$ cat config.mk
export PLATFORM = sky130hd
export DESIGN_NAME = edt_cell
export DESIGN_NICKNAME = d
export VERILOG_FILES = /design/src/rtl/core/edt_pkg.sv /design/src/rtl/core/edt_cell.sv
export SDC_FILE = /design/constraint.sdc
export NUM_CORES = 1
export LEC_CHECK = 0
export BUFFER_PORTS_ARGS = -buffer_cell sky130_fd_sc_hd__clkbuf_2
export CORE_UTILIZATION = 40
export CTS_BUF_LIST = sky130_fd_sc_hd__clkbuf_4 sky130_fd_sc_hd__clkbuf_8
export CTS_CLUSTER_SIZE = 20
export DETAILED_ROUTE_END_ITERATION = 12
export GPL_TIMING_DRIVEN = 0
export HOLD_SLACK_MARGIN = 0.12
export PLACE_DENSITY_LB_ADDON = 0.3
export SETUP_SLACK_MARGIN = 0.05
export SYNTH_ARGS = -nofsm -noshare
export SYNTH_HDL_FRONTEND = slang
export SYNTH_SLANG_ARGS = --single-unit
$ cat constraint.sdc
create_clock -name i_clk -period 11.3 [get_ports i_clk]
set_clock_uncertainty 0.1 [all_clocks]
set_input_delay 2.26 -clock i_clk [delete_from_list [all_inputs] [get_ports i_clk]]
set_output_delay 2.26 -clock i_clk [all_outputs]
set_load 0.02 [all_outputs]
$ cat src/rtl/core/edt_pkg.sv
// Shared types and constants for the event de-duplication table.
// Used by edt_cell, event_dedup_table_with_upgrade_top and the testbench; no dependencies.
package edt_pkg;

    localparam int TABLE_ENTRIES_DEF = 64;

    localparam int KEY_W    = 24;
    localparam int SRC_W    = 16;
    localparam int SEQ_W    = 8;
    localparam int CHAN_W   = 8;
    localparam int ENERGY_W = 8;
    localparam int TIME_W   = 32;
    localparam int WINDOW_W = 16;

    localparam logic [WINDOW_W-1:0] WINDOW_RESET = 16'd800;

    localparam logic [CHAN_W-1:0] CHAN_PREFERRED = 8'd0;
    localparam logic [CHAN_W-1:0] CHAN_SECONDARY = 8'd1;

    typedef enum logic [1:0] {
        VERDICT_DROP    = 2'd0,
        VERDICT_NEW     = 2'd1,
        VERDICT_UPGRADE = 2'd2
    } t_verdict;

    typedef struct packed {
        logic [KEY_W-1:0]    key;
        logic [CHAN_W-1:0]   chan;
        logic [ENERGY_W-1:0] energy;
        logic [TIME_W-1:0]   now;
    } t_event;

    // Lookup token passed from cell to cell, one cell per cycle.
    typedef struct packed {
        logic     valid;
        logic     hit;
        t_verdict verdict;
        t_event   ev;
    } t_token;

endpackage

$ cat src/rtl/core/edt_cell.sv
// One table entry of the de-duplication chain: holds the entry, checks the
// passing lookup token against it and updates in place. Depends on edt_pkg.
module edt_cell
    import edt_pkg::*;
#(
    parameter int IDX_W    = $clog2(TABLE_ENTRIES_DEF),
    parameter int CELL_IDX = 0
) (
    input  logic                i_clk,
    input  logic                i_rst_n,
    input  logic [WINDOW_W-1:0] i_window,
    input  t_token              i_tok,
    output t_token              o_tok,
    input  logic                i_ins_en,
    input  logic [IDX_W-1:0]    i_ins_slot,
    input  t_event              i_ins_ev
);

    logic                r_valid;
    logic [KEY_W-1:0]    r_key;
    logic [CHAN_W-1:0]   r_chan;
    logic [ENERGY_W-1:0] r_energy;
    logic [TIME_W-1:0]   r_time;
    t_token              r_tok;

    logic                n_valid;
    logic [KEY_W-1:0]    n_key;
    logic [CHAN_W-1:0]   n_chan;
    logic [ENERGY_W-1:0] n_energy;
    logic [TIME_W-1:0]   n_time;
    t_token              n_tok;

    logic [TIME_W-1:0]   w_age;
    logic                w_match;
    logic                w_ins_here;

    assign w_age      = i_tok.ev.now - r_time;
    assign w_match    = i_tok.valid && !i_tok.hit && r_valid && (r_key == i_tok.ev.key);
    assign w_ins_here = i_ins_en && (i_ins_slot == IDX_W'(CELL_IDX));

    always_comb begin
        n_valid  = r_valid;
        n_key    = r_key;
        n_chan   = r_chan;
        n_energy = r_energy;
        n_time   = r_time;
        n_tok    = i_tok;
        priority if (w_ins_here) begin
            n_valid  = 1'b1;
            n_key    = i_ins_ev.key;
            n_chan   = i_ins_ev.chan;
            n_energy = i_ins_ev.energy;
            n_time   = i_ins_ev.now;
        end else if (w_match) begin
            n_tok.hit = 1'b1;
            priority if (w_age >= {{(TIME_W-WINDOW_W){1'b0}}, i_window}) begin
                // stale entry: treat as a fresh event
                n_chan        = i_tok.ev.chan;
                n_energy      = i_tok.ev.energy;
                n_time        = i_tok.ev.now;
                n_tok.verdict = VERDICT_NEW;
            end else if (r_chan == CHAN_PREFERRED && i_tok.ev.chan == CHAN_SECONDARY) begin
                n_tok.verdict = VERDICT_DROP;
            end else if (r_chan == CHAN_SECONDARY && i_tok.ev.chan == CHAN_PREFERRED) begin
                // preferred path wins even at lower energy
                n_chan        = CHAN_PREFERRED;
                n_energy      = i_tok.ev.energy;
                n_time        = i_tok.ev.now;
                n_tok.verdict = VERDICT_UPGRADE;
            end else if (i_tok.ev.energy > r_energy) begin
                n_energy      = i_tok.ev.energy;
                n_time        = i_tok.ev.now;
                n_tok.verdict = VERDICT_UPGRADE;
            end else begin
                n_tok.verdict = VERDICT_DROP;
            end
        end else begin
            n_tok = i_tok;
        end
    end

    always_ff @(posedge i_clk) begin
        if (!i_rst_n) begin
            r_valid <= 1'b0;
            r_tok   <= '0;
        end else begin
            r_valid <= n_valid;
            r_tok   <= n_tok;
        end
    end

    always_ff @(posedge i_clk) begin
        r_key    <= n_key;
        r_chan   <= n_chan;
        r_energy <= n_energy;
        r_time   <= n_time;
    end

    assign o_tok = r_tok;

endmodule

==> results.md <==
| Parameter | Reported | Unit |
|---|---|---|
| Most used flip-flop cell after synthesis | dfxtp_1 | - |
| DP Area | 9410 | µm² |
| Endpoint class of the critical path | flip-flop | - |
| Resized cells post-CTS | 0 | - |
| Layout fillers | 1826 | - |
| Routing usage on met2 | 37.2 | % |
| Fraction of registers with async set/reset | 0 | % |
| Number of flops mapped to enable cells by yosys | 72 | - |
| Data required, critical path | 11.42 | ns |
| Clock tree root driver cell | clkbuf_8 | - |
| Number of DRC markers in iteration 0 | 327 | - |
| Post-placement cell count | 1347 | - |
| Maximum buffer depth of the clock tree | 2 | - |
| Part of the Yosys area used for sequential elements | 47.4 | % |
| Final net count | 1335 | - |
| Leakage power | 4.62 | nW |
| Pwr per Cell Area | 124 | nW/µm² |
| Distinct cells, synth | 64 | - |
| P_sw | 0.377 | mW |
| Count of synthesis-stage warnings from yosys | 0 | - |
| Signed area change from the synthesized netlist to the final layout | 25.9 | % |
| Count of endpoints failing setup in the final report | 0 | - |
| DR pass1 iterations | 5 | - |
| Internal power contribution | 0.839 | mW |
| Part of the power in combinational logic | 15.5 | % |
| Cts bufs inserted | 17 | - |
| Clock tree from TritonCTS | done | - |
| Detailed-route wire length | 21.2 | mm |
| Total overflow reported by the global router | 0 | - |
| Via density | 4.88 | - |
| Clock edge transition at the registers on the reported setup and hold paths | 0.10 | ns |
| Final Cycle Share | 63.1 | % |
| Max cap viols | 0 | - |
| Synthesized Nets | 1068 | - |
| Cts-stage hold buffer count | 0 | - |
| Outcome | complete, no violations | - |
| Finished Layout Cells | 1379 | - |
| Cells traversed along the worst timing path | clkbuf_2, inv_1, ha_1, fa_1, nand2b_1, a21oi_1, nor2b_1, o21ai_0, a31oi_1, o21ai_0, xor2_1, ha_1, nand4_1, nor2_1, a22oi_1, o311ai_0, nor4_1, nand4_1, nor4_1, and4_4, buf_6, a31oi_4, buf_12 | - |
| Routed wirelength normalized by instance count | 15.4 | µm |
| Final weighted congestion of routability-driven global placement | 0.863 | - |
| Number of setup buffers added after CTS | 0 | - |
| Grt peak-use layer | met2 | - |
| Worst Path Max Fanout | 26 | - |
| Antenna Diode Count | 0 | - |
| Fmax | 0.140 | GHz |
| Number of antenna violations at the first check in global routing | 0 | - |
| Fraction of final layout cells sized beyond drive strength 1 | 26.1 | % |
| Cell type with the largest total area after synthesis | edfxtp_1 | - |
| Post-Syn Area | 7810 | µm² |
| RSZ-0062 raised after global routing | no | - |
| Critical setup path kind | in2reg | - |
| Placement Rows | 50 | - |
| Min-Delay Path Class | reg2reg | - |
| First-pass GRT wire length | 33.5 | mm |
| Worst hold slack | 0.382 | ns |
| Synth area leaders | edfxtp_1 28%, dfxtp_1 20%, ha_1 8.8%, nand2_1 7.7%, and2_1 5.9% | - |
| # clock sinks | 149 | - |
| Flop and latch count out of synthesis | 149 | - |
| Least-Margin Pin Slew | 1.20 | ns |
| I/O Pins | 249 | - |
| Sequential power share | 48.2 | % |
| Via count of the first global-routing pass | 6585 | - |
| Count of final max-slew check failures | 0 | - |
| Met3 GRT Util | 5.33 | % |
| Number of hold-slack violations in the final timing report | 0 | - |
| Worst vdd ir | 72.5 | µV |
| Portion of total power attributed to the clock network | 36.3 | % |
| Vias | 6729 | - |
| Residual DRC count | 0 | - |
| Critical path's largest stage delay | 0.40 | ns |
| Die extent in y | 142 | µm |
| Relative slew slack | 19.0 | % |
| Worst Path Arrival | 7.25 | ns |
| Final critical delay including setup and external delays | 7.13 | ns |
| CP Buf/Inv Count | 4 | - |
| Count of antenna-violating nets left after detailed routing | 0 | - |
| Final design area excluding fillers | 9830 | µm² |
| Initial core utilization | 41.3 | % |
| Share of the synthesized area in the top cell type | 27.7 | % |
| Gr usage total | 21.9 | % |
| Post-route setup TNS | 0 | ns |
| Number of levels in the clock H-tree | 4 | - |
| Post-synthesis cell count | 839 | - |
| Die extent in x | 142 | µm |
| Cell at the slowest stage of the critical path | fa_1 | - |
| Detailed placer's ending HPWL | 17.0 | mm |
| Global-route track usage on met1 | 27.2 | % |
| Startpoint types | input port | - |
| Pin count of the biggest net entering global routing | 34 | - |
| Average cell area after synthesis | 9.31 | µm² |
| Die footprint | 20100 | µm² |
| Family with the most delay on the worst path | simple AND/OR/NAND/NOR gates | - |
| Clock insertion delay at the later pin of the skew report | 0.47 | ns |
| Placeable Area | 18900 | µm² |
| # port buffers | 247 | - |
| Switching part of the total | 31.0 | % |
-- synthesized netlist by cell type (2+ instances only) --
cell and count:
nor2b_1 8, inv_1 65, xnor2_1 24, a31oi_1 6, nor3_1 13, edfxtp_1 72, nor2_1 31, o21bai_1 2
nand2b_1 8, nand2_1 161, buf_1 2, o211a_1 2, nand3_1 8, xor2_1 20, o21ai_1 8, o21a_1 7
a21boi_1 2, clkbuf_1 25, a21o_1 12, a21oi_1 45, a221oi_1 2, dfxtp_1 77, o21ai_0 26, o211ai_1 7
nand4_1 18, a211o_1 3, or3_1 4, o22ai_1 2, and4_1 2, ha_1 55, and2_1 74, nor4_1 12
a211oi_1 3, a311oi_1 2, a32oi_1 2
-- path summary, 6_finish.rpt --
kind | from | endpoint | slack, ns | cells past startpoint
setup / recovery | i_tok[0] | r_time[11]$_DFFE_PP_ | 4.17 | 23
setup reg to reg | r_time[0]$_DFFE_PP_ | r_time[11]$_DFFE_PP_ | 5.74 | 21
hold reg to reg | r_valid$_SDFFE_PN0P_ | r_valid$_SDFFE_PN0P_ | 0.38 | 1
hold / removal | r_valid$_SDFFE_PN0P_ | r_valid$_SDFFE_PN0P_ | 0.38 | 1
-- sequential cells by signal, indices dropped and copies added, names as in the netlist --
name and flops:
r_time 32, r_valid 1, r_chan 8, r_key 24, r_energy 8, o_tok 76
-- placed cells by master (no fill, tap or decap), types with 3 or more instances in the layout --
cell,count
edfxtp_1,72
a31oi_1,5
dfxtp_1,77
nand4_1,18
o21ai_0,26
and2_1,74
nor2b_1,8
nand2b_1,8
nor4_1,12
inv_12,4
clkbuf_8,17
a211o_1,3
nor3_1,13
a21oi_1,45
clkbuf_2,247
o21ai_1,8
a211oi_1,3
or3_1,4
a21o_1,12
nand3_1,8
nor2_1,31
ha_1,55
o211ai_1,7
xor2_1,20
inv_8,6
xnor2_1,24
nand2_1,161
o21a_1,7
clkbuf_1,25
inv_1,65
-- power by group through the flow --
stage	registers, mW	logic [mW]	clock network (mW)
final	0.585	0.188	0.441
after floorplan	0.616	0.0932	0
after CTS	0.586	0.190	0.454
after global routing	0.587	0.211	0.473
after detailed placement	0.598	0.188	0
after global placement	0.598	0.185	0
-- area by class of cell --
cell class / instances / area (µm²) / share of cell area, %
clock inverter: 15 / 191 / 1.95
inverter: 66 / 248 / 2.52
buffer: 29 / 119 / 1.21
sequential: 149 / 3700 / 37.7
clock buffer: 17 / 234 / 2.38
tap: 260 / 325 / 3.31
timing repair buffer: 248 / 1260 / 12.8
multi-input combinational: 595 / 3760 / 38.2
-- routing by layer --
layer	share of wire, %	vias to the layer above
met2	47	210
met5	0	-
met3	6.6	19
met4	1.2	0
met1	45	3067
li1	-	3433
-- logic make-up after synthesis --
group / share of synthesized area (%)
xor gates and xnor gates: 4.93
DFF: 47.4
muxes: 0.272
adders and majority gates: 9.07
buffers and inverters: 4.68
and+or+nand+nor: 21.9
AOI/OAI and AO/OA: 11.8
-- metrics by stage --
stage / worst slack [ns] / utilization (%) / power, mW
after floorplan: 3.21 / - / 0.709
after global placement: 0.982 / 49.6 / 0.783
after detailed placement: 3.73 / 49.8 / 0.786
after CTS: 4.19 / 52.0 / 1.23
after global routing: 3.72 / 52.0 / 1.27
final: 4.17 / 52.0 / 1.22
Note: power is estimated with default switching activity, not from simulation.
